==> src/iol_pkg.sv <==
`default_nettype none

package iol_pkg;

	// Number of list cells.
	localparam int DEPTH = 16;

	// Fixed widths of the item and result fields.
	localparam int VAL_W = 32;
	localparam int POS_W = 5;
	localparam int LEN_W = 5;

	// Cell index, entry count and the common width used for comparisons.
	localparam int IDX_W = (DEPTH > 1) ? $clog2(DEPTH) : 1;
	localparam int CNT_W = $clog2(DEPTH + 1);
	localparam int CMP_W = (CNT_W > POS_W) ? CNT_W : POS_W;

	typedef enum logic [2:0] {
		ACT_APPEND     = 3'd0,
		ACT_INSERT     = 3'd1,
		ACT_REMOVE     = 3'd2,
		ACT_REMOVE_FST = 3'd3,
		ACT_REMOVE_LST = 3'd4,
		ACT_DUMP       = 3'd5,
		ACT_CLEAR      = 3'd6
	} action_t;

	// The operation that every cell applies.
	typedef enum logic [2:0] {
		CELL_HOLD,
		CELL_APPEND,
		CELL_INSERT,
		CELL_REMOVE,
		CELL_ROTATE
	} cell_op_t;

	typedef struct packed {
		cell_op_t          op;
		logic [CMP_W-1:0]  pos;
		logic [CMP_W-1:0]  count;
		logic [VAL_W-1:0]  value;
	} cell_cmd_t;

	typedef enum logic {
		ST_IDLE,
		ST_DUMP
	} state_t;

	function automatic logic [CMP_W-1:0] idx_ext(input logic [IDX_W-1:0] i);
		return CMP_W'(i);
	endfunction

	function automatic logic [CMP_W-1:0] cnt_ext(input logic [CNT_W-1:0] c);
		return CMP_W'(c);
	endfunction

	function automatic logic [CMP_W-1:0] pos_ext(input logic [POS_W-1:0] p);
		return CMP_W'(p);
	endfunction

	function automatic logic [LEN_W-1:0] len_of(input logic [CNT_W-1:0] c);
		return LEN_W'(c);
	endfunction

endpackage

`default_nettype wire

==> src/iol_cell.sv <==
`default_nettype none

// One list slot. It reloads from its left neighbor, its right neighbor,
// the broadcast value or the head of the chain, as the command and its own
// index say.
module iol_cell (
	input  wire logic                             clk,
	input  wire logic [iol_pkg::IDX_W-1:0]        idx,
	input  wire iol_pkg::cell_cmd_t               cmd,
	input  wire logic [iol_pkg::VAL_W-1:0]        left_val,
	input  wire logic [iol_pkg::VAL_W-1:0]        right_val,
	input  wire logic [iol_pkg::VAL_W-1:0]        wrap_val,
	output logic      [iol_pkg::VAL_W-1:0]        val
);

	logic [iol_pkg::VAL_W-1:0] val_q;
	logic [iol_pkg::VAL_W-1:0] val_d;
	logic [iol_pkg::CMP_W-1:0] idx_e;
	logic [iol_pkg::CMP_W-1:0] idx_nx;

	assign idx_e  = iol_pkg::idx_ext(idx);
	assign idx_nx = idx_e + 1'b1;

	always_comb begin
		val_d = val_q;
		case (cmd.op)
			iol_pkg::CELL_APPEND: begin
				if (idx_e == cmd.count) val_d = cmd.value;
			end
			iol_pkg::CELL_INSERT: begin
				if (idx_e == cmd.pos) val_d = cmd.value;
				else if (idx_e > cmd.pos) val_d = left_val;
			end
			iol_pkg::CELL_REMOVE: begin
				if (idx_e >= cmd.pos) val_d = right_val;
			end
			iol_pkg::CELL_ROTATE: begin
				if (idx_nx < cmd.count) val_d = right_val;
				else if (idx_nx == cmd.count) val_d = wrap_val;
			end
			default: val_d = val_q;
		endcase
	end

	always_ff @(posedge clk) begin
		val_q <= val_d;
	end

	assign val = val_q;

endmodule

`default_nettype wire

==> src/indexed_ordered_list_core.sv <==
// An edit or a clear gives its single result word in the cycle after its acceptance.
// Dump: words leave the dump state one a cycle while the output is not stalled;
// edit words are taken one per cycle when the output is not stalled and no dump runs; a dump
// holds the input for all its entries, the chain rotating one cell per emitted word.
// Reset: arst_n clears the entry count, the state and the output valid; cell
// contents are not reset and are only read below the count.
`default_nettype none

module indexed_ordered_list_core (
	input  wire logic                              clk,
	input  wire logic                              arst_n,
	// Input channel
	input  wire logic                              in_valid,
	output logic                                   in_stall,
	input  wire logic [2:0]                        action,
	input  wire logic [iol_pkg::POS_W-1:0]         position,
	input  wire logic signed [iol_pkg::VAL_W-1:0]  item_value,
	// Output channel
	output logic                                   out_valid,
	input  wire logic                              out_stall,
	output logic                                   ok,
	output logic                                   entry_valid,
	output logic signed [iol_pkg::VAL_W-1:0]       entry_value,
	output logic                                   last,
	output logic      [iol_pkg::LEN_W-1:0]         length
);

	// Control state.
	iol_pkg::state_t                 state_q, state_d;
	logic [iol_pkg::CNT_W-1:0]       count_q, count_d;
	logic [iol_pkg::CNT_W-1:0]       dump_idx_q, dump_idx_d;

	// Output register: it decouples the result from the next accepted word.
	logic                            out_valid_q, out_valid_d;
	logic                            ok_q, ok_d;
	logic                            entry_valid_q, entry_valid_d;
	logic [iol_pkg::VAL_W-1:0]       entry_value_q, entry_value_d;
	logic                            last_q, last_d;
	logic [iol_pkg::LEN_W-1:0]       length_q, length_d;

	logic                            in_accept;
	logic                            out_free;
	iol_pkg::cell_cmd_t              cmd;
	logic [iol_pkg::VAL_W-1:0]       cell_val [iol_pkg::DEPTH];

	logic                            full;
	logic [iol_pkg::CMP_W-1:0]       pos_e;
	logic [iol_pkg::CMP_W-1:0]       cnt_e;
	logic [iol_pkg::CNT_W-1:0]       dump_idx_nx;

	// The output register can take a new word when it is empty or being drained.
	assign out_free  = !out_valid_q || !out_stall;
	assign in_stall  = (state_q == iol_pkg::ST_DUMP) || !out_free;
	assign in_accept = in_valid && !in_stall;

	assign full        = (count_q == iol_pkg::CNT_W'(iol_pkg::DEPTH));
	assign pos_e       = iol_pkg::pos_ext(position);
	assign cnt_e       = iol_pkg::cnt_ext(count_q);
	assign dump_idx_nx = dump_idx_q + 1'b1;

	// Decoder and dump sequencer. Edits update the whole chain at once;
	// a dump rotates the occupied cells by one per word, reading cell zero,
	// so after the count of rotations the list is back in its original order.
	always_comb begin
		state_d       = state_q;
		count_d       = count_q;
		dump_idx_d    = dump_idx_q;
		out_valid_d   = out_valid_q && out_stall;
		ok_d          = ok_q;
		entry_valid_d = entry_valid_q;
		entry_value_d = entry_value_q;
		last_d        = last_q;
		length_d      = length_q;

		cmd.op    = iol_pkg::CELL_HOLD;
		cmd.pos   = pos_e;
		cmd.count = cnt_e;
		cmd.value = item_value;

		unique case (state_q)
			iol_pkg::ST_IDLE: begin
				if (in_accept) begin
					// A plain result word unless a dump says otherwise.
					ok_d          = 1'b0;
					entry_valid_d = 1'b0;
					entry_value_d = '0;
					last_d        = 1'b1;
					out_valid_d   = 1'b1;
					unique case (iol_pkg::action_t'(action))
						iol_pkg::ACT_APPEND: begin
							if (!full) begin
								cmd.op  = iol_pkg::CELL_APPEND;
								count_d = count_q + 1'b1;
								ok_d    = 1'b1;
							end
						end
						iol_pkg::ACT_INSERT: begin
							if (!full && (pos_e <= cnt_e)) begin
								cmd.op  = iol_pkg::CELL_INSERT;
								count_d = count_q + 1'b1;
								ok_d    = 1'b1;
							end
						end
						iol_pkg::ACT_REMOVE: begin
							if (pos_e < cnt_e) begin
								cmd.op  = iol_pkg::CELL_REMOVE;
								count_d = count_q - 1'b1;
								ok_d    = 1'b1;
							end
						end
						iol_pkg::ACT_REMOVE_FST: begin
							if (count_q != '0) begin
								cmd.op  = iol_pkg::CELL_REMOVE;
								cmd.pos = '0;
								count_d = count_q - 1'b1;
								ok_d    = 1'b1;
							end
						end
						iol_pkg::ACT_REMOVE_LST: begin
							if (count_q != '0) begin
								count_d = count_q - 1'b1;
								ok_d    = 1'b1;
							end
						end
						iol_pkg::ACT_DUMP: begin
							ok_d = 1'b1;
							if (count_q != '0) begin
								// Words come out of the dump state instead.
								out_valid_d = out_valid_q && out_stall;
								ok_d        = ok_q;
								entry_value_d = entry_value_q;
								entry_valid_d = entry_valid_q;
								last_d      = last_q;
								dump_idx_d  = '0;
								state_d     = iol_pkg::ST_DUMP;
							end
						end
						iol_pkg::ACT_CLEAR: begin
							count_d = '0;
							ok_d    = 1'b1;
						end
						default: begin
							ok_d = 1'b0;
						end
					endcase
					if (state_d == iol_pkg::ST_IDLE) begin
						length_d = iol_pkg::len_of(count_d);
					end
				end
			end
			iol_pkg::ST_DUMP: begin
				if (out_free) begin
					cmd.op        = iol_pkg::CELL_ROTATE;
					out_valid_d   = 1'b1;
					ok_d          = 1'b1;
					entry_valid_d = 1'b1;
					entry_value_d = cell_val[0];
					last_d        = (dump_idx_nx == count_q);
					length_d      = iol_pkg::len_of(count_q);
					dump_idx_d    = dump_idx_nx;
					if (dump_idx_nx == count_q) state_d = iol_pkg::ST_IDLE;
				end
			end
			default: state_d = iol_pkg::ST_IDLE;
		endcase
	end

	always_ff @(posedge clk or negedge arst_n) begin
		if (!arst_n) begin
			state_q     <= iol_pkg::ST_IDLE;
			count_q     <= '0;
			dump_idx_q  <= '0;
			out_valid_q <= 1'b0;
		end else begin
			state_q     <= state_d;
			count_q     <= count_d;
			dump_idx_q  <= dump_idx_d;
			out_valid_q <= out_valid_d;
		end
	end

	always_ff @(posedge clk) begin
		ok_q          <= ok_d;
		entry_valid_q <= entry_valid_d;
		entry_value_q <= entry_value_d;
		last_q        <= last_d;
		length_q      <= length_d;
	end

	// The chain of cells. Cell zero's left neighbor is the incoming value,
	// the last cell's right neighbor is tied to cell zero, and every cell sees
	// cell zero as the wrap value for rotation.
	for (genvar i = 0; i < iol_pkg::DEPTH; i++) begin : g_cell
		logic [iol_pkg::VAL_W-1:0] left_w;
		logic [iol_pkg::VAL_W-1:0] right_w;
		if (i == 0) begin : g_first
			assign left_w = item_value;
		end else begin : g_mid_l
			assign left_w = cell_val[i-1];
		end
		if (i == iol_pkg::DEPTH - 1) begin : g_end
			assign right_w = cell_val[0];
		end else begin : g_mid_r
			assign right_w = cell_val[i+1];
		end
		iol_cell u_cell (
			.clk       (clk),
			.idx       (iol_pkg::IDX_W'(i)),
			.cmd       (cmd),
			.left_val  (left_w),
			.right_val (right_w),
			.wrap_val  (cell_val[0]),
			.val       (cell_val[i])
		);
	end

	assign out_valid   = out_valid_q;
	assign ok          = ok_q;
	assign entry_valid = entry_valid_q;
	assign entry_value = entry_value_q;
	assign last        = last_q;
	assign length      = length_q;

	// The count never goes past the number of cells.
	a_count_bound: assert property (@(posedge clk) disable iff (!arst_n)
		count_q <= iol_pkg::CNT_W'(iol_pkg::DEPTH))
		else $error("entry count above depth");

	// While dumping, the word index stays below the count.
	a_dump_idx: assert property (@(posedge clk) disable iff (!arst_n)
		(state_q == iol_pkg::ST_DUMP) |-> (dump_idx_q < count_q))
		else $error("dump index beyond count");

	// A dumped entry is always reported as a success.
	a_dump_ok: assert property (@(posedge clk) disable iff (!arst_n)
		(out_valid_q && entry_valid_q) |-> ok_q)
		else $error("dumped entry without ok");

	// The list does not change length during a dump.
	a_dump_len: assert property (@(posedge clk) disable iff (!arst_n)
		(state_q == iol_pkg::ST_DUMP) |=> $stable(count_q))
		else $error("count changed during dump");

endmodule

`default_nettype wire
==> config.mk <==
export PLATFORM = sky130hd
export DESIGN_NAME = indexed_ordered_list_core
export DESIGN_NICKNAME = d
export VERILOG_FILES = /design/src/iol_pkg.sv /design/src/iol_cell.sv /design/src/indexed_ordered_list_core.sv
export SDC_FILE = /design/constraint.sdc
export NUM_CORES = 2
export LEC_CHECK = 0
export BUFFER_PORTS_ARGS = -buffer_cell sky130_fd_sc_hd__buf_2
export CAP_MARGIN = 20
export CORE_UTILIZATION = 68
export DETAILED_ROUTE_END_ITERATION = 8
export GPL_ROUTABILITY_DRIVEN = 0
export PLACE_DENSITY = 0.83
export SYNTH_ARGS = -nofsm -noshare
export SYNTH_HDL_FRONTEND = slang
export SYNTH_SLANG_ARGS = --single-unit
==> constraint.sdc <==
create_clock -name clk -period 12.9 [get_ports clk]
set_clock_uncertainty 0.1 [all_clocks]
set_input_delay 1.29 -clock clk [delete_from_list [all_inputs] [get_ports clk]]
set_output_delay 1.29 -clock clk [all_outputs]
set_load 0.02 [all_outputs]
; Yosys cells after proc, flatten, opt, wreduce, memory -nomap -nowiden
; Index checks and enable logic that the tools add are counted.
[word_totals]
in_bits = 44
word_cells = 397
output_inout_bits = 42
reg_bits = 564
[op_classes]
n_addsub = 3
reduce_logical = 36
order_cmp = 50
mux = 169
eq_ne = 113
bitwise = 1
[op_table]
columns = cell, n
row1 = two-way mux 32 bit, 99
row2 = case mux 32 bit (4 select lines), 16
row3 = inequality test 3 x 1 -> 1 bit (second input constant), 31
row4 = == test 4 x 5 -> 1 bit (first input constant), 16
row5 = AND reduction 5 bit, 16
row6 = inequality test 2 x 1 -> 1 bit (second input constant), 35
row7 = two-way mux 5 bit, 13
row8 = case mux 32 bit (2 select lines), 1
row9 = == test 3 x 5 -> 1 bit (first input constant), 8
row10 = >= comparator 4 x 5 -> 1 bit (first input constant), 8
row11 = > comparator 4 x 5 -> 1 bit (first input constant), 8
row12 = less-than comparator 4 x 5 -> 1 bit (first input constant), 8
row13 = case mux 5 bit (5 select lines), 1
row14 = two-way mux 1 bit, 24
row15 = == test 2 x 5 -> 1 bit (first input constant), 4
row16 = >= comparator 3 x 5 -> 1 bit (first input constant), 4
row17 = > comparator 3 x 5 -> 1 bit (first input constant), 4
row18 = less-than comparator 3 x 5 -> 1 bit (first input constant), 4
row19 = case mux 5 bit (2 select lines), 2
row20 = == test 3 x 2 -> 1 bit (second input constant), 4
row21 = == test 3 bit (second input constant), 4
row22 = case mux 3 bit (4 select lines), 1
row23 = adder 5 x 1 -> 5 bit (second input constant), 2
row24 = == test 1 x 5 -> 1 bit (first input constant), 2
row25 = 35 further kinds, 57

; Depth between registers and ports, before layout
[depth]
word_depth = 12
mapped_depth = 13

; Modules after synthesis
; From an unflattened synthesis, not the netlist that was laid out.
[unflattened]
cells_unflattened = 5295
hier_area_um2 = 50030.5
[modules_own_cells]
columns = module, seq_area_each_um2, cells_per_inst, instances, area_each_um2
row1 = iol_cell at g_cell[15].u_cell ..., 960.9, 308, 10, 2795.2
row2 = iol_cell at g_cell[10].u_cell ..., 960.9, 336, 4, 3428.3
row3 = iol_cell at g_cell[0].u_cell, 960.9, 307, 1, 2832.7
row4 = iol_cell at g_cell[11].u_cell, 960.9, 307, 1, 2792.7
row5 = indexed_ordered_list_core, 1501.4, 257, 1, 2740.1

; Least setup slack after synthesis
; No wires, ideal clock.
[synth_timing]
path_type = input to register
start = input port position[1] (netlist bit)
end = register g_cell[1].u_cell.val_q (netlist bit g_cell[1].u_cell.val[0]) (enable)
n_path_buf = 0
path_stages = 7
t_arrival_ns = 7.697
setup_slack_ns = 4.508
setup_ns = 0.594
cell_sequence = ha_1 nor2b_1 o31a_1 o211a_1 o21bai_1 a21oi_1 a2111oi_0
[synth_between]
elab_chain_len = 9
word_cells_on_any_way = 24
[synth_lines]
columns = element, line
row1 = from (decl), indexed_ordered_list_core.sv:16  ; input wire logic [iol_pkg::POS_W-1:0] position,
row2 = <= comparator 5 bit, indexed_ordered_list_core.sv:98  ; if (!full && (pos_e <= cnt_e)) begin
row3 = logical AND 1 bit, indexed_ordered_list_core.sv:98
row4 = two-way mux 2 bit, indexed_ordered_list_core.sv:98
row5 = case mux 3 bit (4 select lines), indexed_ordered_list_core.sv:89  ; unique case (iol_pkg::action_t'(action))
row6 = two-way mux 8 bit, indexed_ordered_list_core.sv:82  ; if (in_accept) begin
row7 = case mux 3 bit (2 select lines), indexed_ordered_list_core.sv:80  ; unique case (state_q)
row8 = == test 3 bit (tied with other cells), iol_cell.sv:26  ; case (cmd.op)
row9 = inequality test 3 x 1 -> 1 bit (no source line) (tied with other cells), -
row10 = AND reduction 5 bit (no source line) *, -
row11 = to (signal assigned), iol_cell.sv:46  ; val_q <= val_d;
row12 = to (decl), iol_cell.sv:16  ; logic [iol_pkg::VAL_W-1:0] val_q;
; Mark *: on every way between the ends. The rest lies on a longest branch, timed or not.
; A chain may end at the register's enable or synchronous reset.

; Final worst setup path
[layout_timing]
start = register count_q (netlist bit cnt_e[4])
end = register g_cell[12].u_cell.val_q (netlist bit g_cell[12].u_cell.val[13]) (data pin)
[layout_between]
elab_chain_len = 9
word_cells_on_any_way = 24
[layout_lines]
columns = element, line
row1 = from (decl), indexed_ordered_list_core.sv:30  ; logic [iol_pkg::CNT_W-1:0] count_q, count_d;
row2 = from (signal assigned), indexed_ordered_list_core.sv:176  ; count_q <= count_d;
row3 = "parallel branches: the longest is 8 deep, another holds <= comparator 5 bit", -
row4 = case mux 32 bit (4 select lines) *, iol_cell.sv:26
row5 = "via g_cell[12].u_cell.val_d, one bit", iol_cell.sv:17  ; logic [iol_pkg::VAL_W-1:0] val_d;
row6 = to (signal assigned), iol_cell.sv:46
row7 = to (decl), iol_cell.sv:16
; Mark *: on every way through the listed nets, which the timed path passes.

==> summary.md <==
| Metric | Value |
|---|---|
| Status | complete, but fails checks |
| Failing checks | design-rule violations |
| # rows | 76 |
| Synth warnings | 0 |
| Syn_area_per_cell | 11.9 µm² |
| Clock transition at path regs | 0.06 ns |
| Final Hold Viols | 0 |
| Arrival @ worst endpoint | 6.22 ns |
| Final setup viols | 0 |
| CTS max path bufs | 3 |
| Vias in the first global route | 25800 |
| Clock latency on the worst-skew pair | roughly 0.61 ns |
| H-tree level count | 2 |
| RSZ-0062 raised after global routing | no |
| NetSw | 3700 µW |
| Maximum number of pins on one net before global-route repair | 87 |
| Switching share of power | 0.413 |
| Starting Density | 0.690 |
| Worst Tran Pin Value | 1.28 ns |
| Detailed-route via count | 26200 |
| Post-Syn Area | 0.0298 mm² |
| Number of synthesized flops with an enable pin | 552 |
| Seq cells post-synth | 564 |
| Post-CTS sizing | 0 |
| Input/output buffers | 85 |
| Die W | 211 µm |
| Cells after DPL | 2913 |
| Final Max Slew Viols | 0 |
| Critical Path RT | 13.15 ns |
| Combinational share of power | 0.401 |
| Crit start category | flip-flop |
| CTS Root Cell | clkbuf_16 |
| Hold buffer count at cts | 0 |
| Area Growth Syn to Fin | 9.42% |
| Asr flop ratio synth | 0.0213 |
| CTS tree | built |
| Routed WL | 106000 µm |
| Slew margin rel. | 0.144 |
| Die area | 0.0447 mm² |
| Sequential power share | 0.415 |
| # DRC | 18 |
| Maxcap violations | 0 |
| Fillers | 2735 |
| Vias per inst | 8.68 |
| Fraction of layout cells with a size suffix above 1 | 0.130 |
| Main area contributors after synthesis | edfxtp_1 56%, a221o_1 9.7%, a22o_1 6.6%, a22oi_1 3.3%, o21ai_0 3.0% |
| Total core area | between 0.04 and 0.05 mm² |
| CP endpoint kind | flip-flop |
| Period minus WS final | 5.97 ns |
| Hold Path Class | flip-flop to flip-flop |
| First-pass GRT wire length | about 160000 µm |
| Post-synthesis cell type count | 68 |
| Top cell type's share of synthesized area | 0.556 |
| CTS buffer count | 56 |
| Cell taking the most area after synthesis | edfxtp_1 |
| Clock Sinks | 564 |
| TNS Setup | 0 ns |
| I/O Pins | 86 |
| Detailed Place HPWL | ~56000 µm |
| Fmax | about 170 MHz |
| Drt wl/cell | around 35 µm |
| Syn Inst Count | 2505 |
| Most common flop cell mapped by yosys | edfxtp_1 |
| Final period util | 0.463 |
| Power per cell area | 275 mW/mm² |
| DRT antenna net count | 0 |
| Clock Power Share | 0.184 |
| Setup Buffers After CTS | 0 |
| Static leakage | ~0.011 µW |
| Non-Filler Instances | 3023 |
| Iter 0 DRT Violations | 5300 |
| Gr usage total | 0.473 |
| Seq/Total Area, Yosys | 0.566 |
| Syn nets | 2560 |
| NumNets Final | 2448 |
| CP Max Fanout | 86 |
| DRT Pass-1 Iters | 9 |
| Max IR drop VDD | 233 µV |
| Antenna violations before repair | 3 |
| Pint | roughly 5300 µW |
| Setup CP Type | flip-flop to flip-flop |
| Die height | 211 µm |
| Global route overflow | 0 |
cell families after synthesis:
group | Yosys count | synth area share
buffers and inverters | 372 | 0.0521
adder cells (fa/ha/maj) | 11 | 0.00462
flip-flops | 564 | 0.566
AO/OA/AOI/OAI | 1163 | 0.310
multiplexers | 10 | 0.00361
XOR/XNOR | 8 | 0.00235
AND/OR/NAND/NOR | 377 | 0.0615
flip-flops by register name, summed over array words and instances, names as in the netlist, 5 cells and up:
signal / cells
cnt_e: 5
g_cell.u_cell.val: 512
dump_idx_q: 5
length: 5
entry_value: 32
cell usage after synthesis, types with 3 or more instances:
| library cell | n |
|---|---|
| a22o_1 | 226 |
| nand2_1 | 173 |
| o21ai_0 | 180 |
| or3_1 | 4 |
| nor2_4 | 3 |
| o31ai_1 | 3 |
| nand3_1 | 24 |
| buf_2 | 50 |
| a21o_1 | 6 |
| nor3_1 | 26 |
| clkbuf_1 | 222 |
| inv_1 | 43 |
| nor2_1 | 39 |
| and3_1 | 11 |
| dfrtp_1 | 12 |
| xnor2_1 | 5 |
| a22oi_1 | 131 |
| a31oi_1 | 10 |
| ha_1 | 11 |
| nor2b_1 | 36 |
| a21oi_2 | 4 |
| a2111oi_0 | 4 |
| a222oi_1 | 63 |
| a211oi_1 | 14 |
| nand3b_1 | 3 |
| buf_4 | 7 |
| a21oi_1 | 96 |
| and2_1 | 38 |
| a221o_1 | 288 |
| o21a_1 | 3 |
| nor4_1 | 4 |
| nand2b_1 | 3 |
| mux2i_1 | 8 |
| o211ai_1 | 102 |
| xor2_1 | 3 |
| o21ai_1 | 4 |
| edfxtp_1 | 552 |
| o22ai_1 | 9 |
| buf_6 | 9 |
| buf_1 | 39 |
final cells by class:
cell class | instances | area, µm² | share of cell area
Sequential cell | 564 | 16900 | 0.517
Multi-Input combinational cell | 1569 | 11900 | 0.366
Clock buffer | 68 | 1470 | 0.0450
Timing Repair Buffer | 157 | 1130 | 0.0347
Tap cell | 585 | 732 | 0.0224
Clock inverter | 33 | 310 | 0.00951
Inverter | 45 | 169 | 0.00518
Antenna cell | 2 | 5.00 | 0.000153
power groups by stage:
stage / clock network (µW) / logic [µW] / registers, µW
2_1_floorplan: 0 / 2230 / 3510
3_3_place_gp: 0 / 3160 / 3670
3_5_place_dp: 0 / 3300 / 3700
4_1_cts: 1640 / 3320 / 3680
5_1_grt: 1700 / 3650 / 3780
6_report: 1650 / 3590 / 3720
cell usage in the layout, fill, tap and decap left out, types with 85 or more instances in the layout:
master    count
a221o_1     288
o211ai_1    102
edfxtp_1    552
a22o_1      226
nand2_1     170
a22oi_1     131
a21oi_1      92
buf_2        85
o21ai_0     179
through the flow:
step | area (µm²) | total power [µW] | utilization | setup slack, ns | hold slack, ns
final | 32600 | 8950 | 0.756 | 6.93 | 0.434
after global routing | 32600 | 9120 | 0.755 | 6.79 | 0.474
after CTS | 32400 | 8630 | 0.751 | 7.24 | 0.418
after detailed placement | 30700 | 7000 | 0.710 | 6.92 | 0.401
after global placement | 30600 | 6830 | 0.709 | 7.09 | 0.388
after floorplan | 29800 | 5740 | - | 4.51 | 0.323
critical path, cell delays in order, from the launching register on:
cell and delay, ns:
dfrtp_1 0.78, inv_1 0.37, ha_1 0.42, a21o_1 0.22, nor3_1 0.30, nand3_1 0.70, nand3_4 0.60, buf_4 1.04
mux2i_4 0.36, buf_4 0.38, a221o_1 0.36
final timing paths:
path	start	end	slack, ns	cells after the start
min in group asynchronous	arst_n	cnt_e[0]	0.45	1
worst max register to register	cnt_e[4]	g_cell[12].u_cell.val[13]	6.93	10
worst min register to register	dump_idx_q[3]	dump_idx_q[3]	0.43	2
worst max-delay path	cnt_e[4]	g_cell[12].u_cell.val[13]	6.93	10
worst min-delay path	dump_idx_q[3]	dump_idx_q[3]	0.43	2
max in group asynchronous	arst_n	state_q	12.01	1
metal layers:
layer | vias to the layer above | global-route usage | wire length, µm
met2 | 3089 | 0.684 | 45000
li1 | 10100 | - | -
met3 | 800 | 0.169 | 19000
met5 | - | 0.00222 | 0
met4 | 0 | 0.333 | 8510
met1 | 12200 | 0.592 | 33200
(Power assumes the default switching activity.)
